File: src/sv/rsrg_pkg.sv
// shared types and constants for the run generator
// no dependencies
package rsrg_pkg;
    localparam int HEAP_ENTRIES_DEF = 16;
    localparam int MAX_TAPES_DEF    = 16;
    localparam int KEY_W = 16;
    localparam int ID_W  = 32;
    localparam int CFG_W = 5;
    localparam int TAPE_W = 5;

    localparam logic [0:0] REG_ACTIVE = 1'b0;
    localparam logic [0:0] REG_TAPES  = 1'b1;

    typedef enum logic [2:0] {
        t_st_idle, t_st_decide, t_st_emit, t_st_insert
    } t_state;

    // controller to datapath
    typedef struct packed {
        logic load_in;     // latch input item
        logic pop;         // remove front entry, present it
        logic close_run;   // present marker, advance tape, unmark
        logic final_mark;  // present final marker
        logic ins_step;    // one shift step of insertion
        logic ins_done;    // write new item at slot
        logic set_last;
    } t_cmd;

    // datapath to controller
    typedef struct packed {
        logic is_flush;
        logic empty;
        logic full;
        logic front_marked;
        logic ins_more;   // insertion still needs a shift step
        logic out_busy;   // output register holds untaken result
    } t_stat;
endpackage

File: src/sv/rsrg_datapath.sv
// selection store, output register and tape counter
// depends on rsrg_pkg
module rsrg_datapath #(
    parameter int HEAP_ENTRIES = rsrg_pkg::HEAP_ENTRIES_DEF,
    parameter int MAX_TAPES = rsrg_pkg::MAX_TAPES_DEF
) (
    input  logic i_clk,
    input  logic i_rst_n,
    input  logic i_cfg_we,
    input  logic [0:0] i_cfg_idx,
    input  logic [rsrg_pkg::CFG_W-1:0] i_cfg_data,
    input  logic i_in_flush,
    input  logic [rsrg_pkg::KEY_W-1:0] i_in_key,
    input  logic [rsrg_pkg::ID_W-1:0] i_in_id,
    input  rsrg_pkg::t_cmd i_cmd,
    output rsrg_pkg::t_stat o_stat,
    input  logic i_out_take,
    output logic o_out_valid,
    output logic [rsrg_pkg::KEY_W-1:0] o_out_key,
    output logic [rsrg_pkg::ID_W-1:0] o_out_id,
    output logic [rsrg_pkg::TAPE_W-1:0] o_out_tape,
    output logic o_out_eor,
    output logic o_out_last
);
    import rsrg_pkg::*;
    localparam int CW = $clog2(HEAP_ENTRIES + 1);
    localparam int AW = $clog2(HEAP_ENTRIES);

    logic [KEY_W-1:0] r_key [HEAP_ENTRIES];
    logic [ID_W-1:0]  r_id  [HEAP_ENTRIES];
    logic [HEAP_ENTRIES-1:0] r_mark;
    logic [CW-1:0] r_count, r_pos;
    logic [TAPE_W-1:0] r_tape;
    logic [CFG_W-1:0] r_active, r_tapes;
    logic r_flush, r_nmark;
    logic [KEY_W-1:0] r_nkey;
    logic [ID_W-1:0] r_nid;
    logic [CW-1:0] w_cap;
    logic [TAPE_W-1:0] w_ntapes;
    logic [AW-1:0] w_pm1;
    logic w_prev_gt;

    // clamp configuration to legal range
    always_comb begin
        if (r_active == '0) w_cap = CW'(1);
        else if (32'(r_active) > HEAP_ENTRIES) w_cap = CW'(HEAP_ENTRIES);
        else w_cap = CW'(r_active);
        if (r_tapes == '0) w_ntapes = TAPE_W'(1);
        else if (32'(r_tapes) > MAX_TAPES) w_ntapes = TAPE_W'(MAX_TAPES);
        else w_ntapes = TAPE_W'(r_tapes);
    end

    assign w_pm1 = AW'(r_pos - CW'(1));
    assign w_prev_gt = (r_pos != '0) && ((r_mark[w_pm1] && !r_nmark) ||
        (r_mark[w_pm1] == r_nmark && r_key[w_pm1] > r_nkey));

    assign o_stat.is_flush = r_flush;
    assign o_stat.empty = (r_count == '0);
    assign o_stat.full = (r_count >= w_cap);
    assign o_stat.front_marked = r_mark[0];
    assign o_stat.ins_more = w_prev_gt;
    assign o_stat.out_busy = o_out_valid;

    always_ff @(posedge i_clk) begin
        if (!i_rst_n) begin
            r_active <= CFG_W'(16);
            r_tapes <= CFG_W'(4);
        end else if (i_cfg_we) begin
            if (i_cfg_idx == REG_ACTIVE) r_active <= i_cfg_data;
            else r_tapes <= i_cfg_data;
        end
    end

    always_ff @(posedge i_clk) begin
        if (!i_rst_n) begin
            r_count <= '0;
            r_mark <= '0;
            r_tape <= TAPE_W'(1);
            o_out_valid <= 1'b0;
        end else begin
            // new results are only produced while the register is empty
            if (i_out_take && o_out_valid) o_out_valid <= 1'b0;
            if (i_cmd.load_in) begin
                r_flush <= i_in_flush;
                r_nkey <= i_in_key;
                r_nid <= i_in_id;
                r_nmark <= 1'b0;
                r_pos <= r_count;
            end
            if (i_cmd.pop) begin
                o_out_valid <= 1'b1;
                o_out_key <= r_key[0];
                o_out_id <= r_id[0];
                o_out_tape <= r_tape;
                o_out_eor <= 1'b0;
                o_out_last <= i_cmd.set_last;
                r_nmark <= (r_nkey < r_key[0]);
                for (int i = 1; i < HEAP_ENTRIES; i++) begin
                    r_key[i-1] <= r_key[i];
                    r_id[i-1] <= r_id[i];
                    r_mark[i-1] <= r_mark[i];
                end
                r_count <= r_count - CW'(1);
                r_pos <= r_count - CW'(1);
            end
            if (i_cmd.close_run || i_cmd.final_mark) begin
                o_out_valid <= 1'b1;
                o_out_key <= '0;
                o_out_id <= '0;
                o_out_tape <= r_tape;
                o_out_eor <= 1'b1;
                o_out_last <= i_cmd.set_last;
            end
            if (i_cmd.close_run) begin
                r_mark <= '0;
                if (r_tape < w_ntapes) r_tape <= r_tape + TAPE_W'(1);
                else r_tape <= TAPE_W'(1);
            end
            if (i_cmd.ins_step) begin
                r_key[AW'(r_pos)] <= r_key[w_pm1];
                r_id[AW'(r_pos)] <= r_id[w_pm1];
                r_mark[AW'(r_pos)] <= r_mark[w_pm1];
                r_pos <= r_pos - CW'(1);
            end
            if (i_cmd.ins_done) begin
                r_key[AW'(r_pos)] <= r_nkey;
                r_id[AW'(r_pos)] <= r_nid;
                r_mark[AW'(r_pos)] <= r_nmark;
                r_count <= r_count + CW'(1);
            end
        end
    end
endmodule

File: src/sv/rsrg_ctrl.sv
// sequencer for store, evict, close and flush steps
// depends on rsrg_pkg
module rsrg_ctrl (
    input  logic i_clk,
    input  logic i_rst_n,
    input  logic i_in_valid,
    output logic o_in_ready,
    input  rsrg_pkg::t_stat i_stat,
    output rsrg_pkg::t_cmd o_cmd
);
    import rsrg_pkg::*;
    t_state r_state, n_state;

    always_comb begin
        n_state = r_state;
        case (r_state)
            t_st_idle: if (i_in_valid) begin
                n_state = t_st_decide;
            end
            t_st_decide: begin
                if (i_stat.is_flush) n_state = t_st_emit;
                else if (!i_stat.full) n_state = t_st_insert;
                else n_state = t_st_emit;
            end
            t_st_emit: if (!i_stat.out_busy) begin
                if (i_stat.is_flush) begin
                    if (i_stat.empty) n_state = t_st_idle;
                end else if (!i_stat.front_marked) begin
                    n_state = t_st_insert;
                end
            end
            t_st_insert: if (!i_stat.ins_more) n_state = t_st_idle;
            default: n_state = t_st_idle;
        endcase
    end

    always_comb begin
        o_cmd = '0;
        o_in_ready = (r_state == t_st_idle);
        case (r_state)
            t_st_idle: o_cmd.load_in = i_in_valid;
            t_st_emit: if (!i_stat.out_busy) begin
                if (i_stat.is_flush) begin
                    if (i_stat.empty) begin
                        o_cmd.final_mark = 1'b1;
                        o_cmd.set_last = 1'b1;
                    end else if (i_stat.front_marked) o_cmd.close_run = 1'b1;
                    else o_cmd.pop = 1'b1;
                end else if (i_stat.front_marked) o_cmd.close_run = 1'b1;
                else begin
                    o_cmd.pop = 1'b1;
                    o_cmd.set_last = 1'b1;
                end
            end
            t_st_insert: begin
                if (i_stat.ins_more) o_cmd.ins_step = 1'b1;
                else o_cmd.ins_done = 1'b1;
            end
            default: ;
        endcase
    end

    always_ff @(posedge i_clk) begin
        if (!i_rst_n) begin
            r_state <= t_st_idle;
        end else begin
            r_state <= n_state;
        end
    end
endmodule

File: src/sv/replacement_selection_run_generator.sv
// top level of the replacement-selection run generator
// depends on rsrg_pkg, rsrg_ctrl, rsrg_datapath
//
// usage:
//  s_axis carries one item per transfer: tuser = kind (1 = flush),
//  tdata = {record_id, key}. m_axis carries results: tdata = out_key,
//  out_id, tape, end_of_run packed from bit 0 up; tlast marks the last
//  result caused by an input item.
//  config: i_cfg_we with i_cfg_idx 0 = active_entries, 1 = tape_count,
//  written only while idle.
//  timing: one item at a time; the next item is taken only once the
//  sequencer is back in idle. a record while the store fills moves past
//  up to the store depth of entries, one shift step each; an evicting
//  record first emits a result, and a run marker too if a run closes.
//  a flush emits every stored record and run marker, then a final marker.
//  the insertion shift walk sets the per-item cost.
//  reset: store empty, tape one, active_entries 16, tape_count 4.
//  a stalled receiver holds the single output register; the sequencer
//  waits until the result is taken before producing the next.
module replacement_selection_run_generator #(
    parameter int HEAP_ENTRIES = rsrg_pkg::HEAP_ENTRIES_DEF,
    parameter int MAX_TAPES = rsrg_pkg::MAX_TAPES_DEF
) (
    input  logic i_clk,
    input  logic i_rst_n,
    input  logic i_cfg_we,
    input  logic [0:0] i_cfg_idx,
    input  logic [rsrg_pkg::CFG_W-1:0] i_cfg_data,
    input  logic s_axis_tvalid,
    output logic s_axis_tready,
    input  logic [47:0] s_axis_tdata,   // key[15:0], record_id[47:16]
    input  logic s_axis_tuser,          // kind
    output logic m_axis_tvalid,
    input  logic m_axis_tready,
    output logic [55:0] m_axis_tdata,   // out_key, out_id, tape, end_of_run, zero pad
    output logic m_axis_tlast
);
    import rsrg_pkg::*;
    t_cmd w_cmd;
    t_stat w_stat;
    logic [KEY_W-1:0] w_key;
    logic [ID_W-1:0] w_id;
    logic [TAPE_W-1:0] w_tape;
    logic w_eor;

    rsrg_ctrl u_ctrl (
        .i_clk(i_clk), .i_rst_n(i_rst_n),
        .i_in_valid(s_axis_tvalid), .o_in_ready(s_axis_tready),
        .i_stat(w_stat), .o_cmd(w_cmd)
    );

    rsrg_datapath #(.HEAP_ENTRIES(HEAP_ENTRIES), .MAX_TAPES(MAX_TAPES)) u_dp (
        .i_clk(i_clk), .i_rst_n(i_rst_n),
        .i_cfg_we(i_cfg_we), .i_cfg_idx(i_cfg_idx), .i_cfg_data(i_cfg_data),
        .i_in_flush(s_axis_tuser), .i_in_key(s_axis_tdata[15:0]),
        .i_in_id(s_axis_tdata[47:16]),
        .i_cmd(w_cmd), .o_stat(w_stat),
        .i_out_take(m_axis_tready),
        .o_out_valid(m_axis_tvalid), .o_out_key(w_key), .o_out_id(w_id),
        .o_out_tape(w_tape), .o_out_eor(w_eor), .o_out_last(m_axis_tlast)
    );

    // pack result fields from bit 0 up
    assign m_axis_tdata = {2'b00, w_eor, w_tape, w_id, w_key};
endmodule

File: config.mk
export PLATFORM = sky130hd
export DESIGN_NAME = replacement_selection_run_generator
export DESIGN_NICKNAME = d
export VERILOG_FILES = /design/src/sv/rsrg_pkg.sv /design/src/sv/rsrg_datapath.sv /design/src/sv/rsrg_ctrl.sv /design/src/sv/replacement_selection_run_generator.sv
export SDC_FILE = /design/constraint.sdc
export NUM_CORES = 2
export LEC_CHECK = 0
export BUFFER_PORTS_ARGS = -buffer_cell sky130_fd_sc_hd__buf_2
export CORE_ASPECT_RATIO = 1.2
export CORE_MARGIN = 3
export CORE_UTILIZATION = 40
export DETAILED_ROUTE_END_ITERATION = 12
export GPL_ROUTABILITY_DRIVEN = 0
export PLACE_DENSITY = 0.62
export SYNTH_ARGS = -nofsm -noshare
export SYNTH_HDL_FRONTEND = slang
export SYNTH_HIERARCHICAL = 1
export SYNTH_SLANG_ARGS = --single-unit
export TNS_END_PERCENT = 1
File: constraint.sdc
create_clock -name i_clk -period 21.3 [get_ports i_clk]
set_input_delay 2.13 -clock i_clk [delete_from_list [all_inputs] [get_ports i_clk]]
set_output_delay 2.13 -clock i_clk [all_outputs]
set_load 0.1 [all_outputs]
==> impl_metrics.toml <==
[critical_path]
cp_slowest_cell = "buf_4"
cp-end-kind = "register"
required_ns = 21.69
cp_common_cell = "buf_4"
path_cells = "buf_4 -> inv_1 -> ha_4 -> buf_4 -> buf_4 -> mux4_2 -> mux2i_1 -> a21oi_1 -> ha_1 -> and3_1 -> nand4_1 -> o31a_1 -> o22ai_1 -> a21oi_1 -> inv_1 -> and3_2 -> o21ai_4 -> buf_4 -> nor2_4 -> buf_4 -> buf_4 -> a21oi_1"
r2r_start = "u_dp/r_pos[0]"
path_max_fanout = 62
crit_type = "register to register"
cp.arrival_ns = 9.58
cp_slowest_stage_delay_ns = 0.93
cp-startpoint = "u_dp/r_pos[0]"
setup.worst_path.start_class = "register"

[sta]
max_freq_mhz = 109
post-route-period-util = 0.432
tightest_slew_ns = 1.24
slew_headroom = 0.170
rsz0062_at_grt = "no"
hold_viol = 0
whs_ns = 0.489
period_needed_ns = 9.19
tns_ns = 0
slew_viol_final = 0
skew_ns = 0.0310
setup_violations = 0

[layout]
layout_commonest_cell = "edfxtp_1"
mostFrequentLayoutCells = "edfxtp_1 (878), nor2_1 (786), a21oi_1 (504)"
area_growth_pct = 10.1
antennaDiodeCount = 0
drive_above_1_share = 0.246
fill_cells = 10300
ff_latch_area_sq_um = 27100
multiInputGateArea_sq_um = 16900
fin_nets = 3712

[cts]
cts_resized = 0
path_clk_slew_ns = 0.06
postCtsSetupRepairBufs = 0
htree_num_levels = 3
cts-root-buf = "clkbuf_16"
cts_buffers = 103
cts_tree = "done"
cts_sinks = 917
hold_buffers = 0
insertion_delay_ns = 0.69
clk_path_buf_depth = 3

[worst_hold_path]
hold_class = "register to register"
hp-start = "u_dp/r_tapes[4]"

[floorplan]
fp-row-count = 135
die_area_sq_um = 119000
io_pins = 119
core-area_sq_um = 113000
initial_core_util = 0.404
die_w_um = 315
die_h_um = 377

[pwr]
power_w = 0.00751
worst_ir_drop_vdd_mv = 0.118
p_per_area_nw_per_um2 = 149
p_leak_nw = 16.8

[global_route]
grt_overflow = 0
grt_pass1_wl_um = 187000
grt_pass1_vias = 29200
grtUsageTotal = 0.207
grt_antenna_before_repair = 1
grt_max_degree = 79

[placed_design]
dp_hpwl_um = 70200
port_buffers = 116

[routing]
ant_nets = 0
vias = 29600
wl_um = 124000
wl_per_cell_um = 23.9
drt-pass1-iter-count = 5
viasPerCell = 5.70
drc = 0
drt_iter0_drc = 2789

[status]
status = "finished clean"

[logic_synthesis]
ys_warn_count = 6
ys.flop_type = "edfxtp_1"
synth.avg_cell_area_sq_um = 12.6
synthTopCellsByArea = "edfxtp_1 (58%), mux4_2 (9.6%), nor2_1 (6.6%)"
synthCells = 3635
ys_types = 61
yosysSeqAreaShare = 0.592
ys_ff_latch = 917
synth_top_area_cell = "edfxtp_1"
async_flop_share = 0
synth-edff-count = 878
netlist_area_sq_um = 45800
synth.top_cell.area_share = 0.575

[run]
max_cap_violations = 0
worst paths after layout:
kind	to	slack, ns	cells past startpoint
max	u_dp/r_id[1][18]	12.11	22
min reg2reg	u_dp/r_tapes[4]	0.49	2
max reg2reg	u_dp/r_id[1][18]	12.11	22
min	u_dp/r_tapes[4]	0.49	2
state kept, by name (all words and copies together), names as in the netlist:
name,count
u_ctrl/r_state,2
u_dp/o_out_key,16
u_dp/o_out_tape,5
u_dp/r_mark,16
u_dp/r_count,5
u_dp/r_key,256
u_dp/r_flush,1
u_dp/r_tape,5
u_dp/r_nid,32
u_dp/r_nkey,16
u_dp/r_id,512
u_dp/r_active,5
u_dp/o_out_last,1
u_dp/o_out_valid,1
u_dp/r_tapes,5
u_dp/r_pos,5
u_dp/o_out_eor,1
u_dp/r_nmark,1
u_dp/o_out_id,32
power by group:
| part | internal (W) | switching, W |
|---|---|---|
| clock | 0.000955 | 0.000738 |
| sequential | 0.00238 | 0.000139 |
| combinational | 0.00104 | 0.00226 |
worst max-delay path: cells and delay by family (launching register included):
| family | cells | cell delay (ns) |
|---|---|---|
| AO/OA/AOI/OAI | 6 | 1.06 |
| AND/OR/NAND/NOR | 4 | 1.53 |
| flip-flops | 1 | 0.32 |
| buffers and inverters | 8 | 4.24 |
| multiplexers | 2 | 0.66 |
| adder cells (fa/ha/maj) | 2 | 0.97 |
cells in the mapped netlist, types with 5 or more instances:
library cell,instances
buf_4,37
inv_1,43
a221oi_4,16
mux2i_1,100
and3_1,7
a31oi_1,9
and2_1,39
buf_1,10
edfxtp_1,878
dfxtp_1,39
xor2_1,8
nor2_1,803
buf_6,52
buf_2,64
a21oi_1,504
clkbuf_1,149
a21oi_2,284
o22ai_1,49
nor3_1,5
o21ai_0,31
inv_2,47
xnor2_1,6
nand2_1,109
mux4_2,196
nand3_1,13
ha_1,49
nand4_1,7
a21o_1,11
nor2b_1,14
routing by layer:
metal | up-vias | GRT usage | part of all wire
li1 | 13300 | - | -
met1 | 15000 | 0.278 | 0.42
met2 | 1048 | 0.347 | 0.49
met3 | 204 | 0.0290 | 0.065
met4 | 0 | 0.0663 | 0.029
met5 | - | 0 | 0
cell families after synthesis:
kind of cell	after synthesis	synth area share
AO/OA/AOI/OAI	932	0.136
XOR/XNOR	15	0.00303
adder cells (fa/ha/maj)	49	0.0134
buffers and inverters	403	0.0463
flip-flops	917	0.592
multiplexers	297	0.118
other	1	0.0000818
AND/OR/NAND/NOR	1021	0.0900
layout make-up:
| cell class | count | area share |
|---|---|---|
| Clock buffer | 128 | 0.0534 |
| Clock inverter | 57 | 0.00900 |
| Inverter | 91 | 0.00677 |
| Multi-Input combinational cell | 2316 | 0.335 |
| Sequential cell | 917 | 0.538 |
| Tap cell | 1507 | 0.0374 |
| Timing Repair Buffer | 174 | 0.0201 |
stage by stage:
stage | area (sq um) | util | worst slack, ns | instances
after floorplan | 45800 | - | 12.81 | 3636
after global placement | 47300 | 0.417 | 12.02 | 5005
after detailed placement | 47300 | 0.417 | 11.89 | 5005
after CTS | 50500 | 0.445 | 11.92 | 5190
after global routing | 50500 | 0.445 | 11.34 | 5190
final | 50500 | 0.445 | 12.11 | 5190
Note: power is estimated with default switching activity, not from simulation.
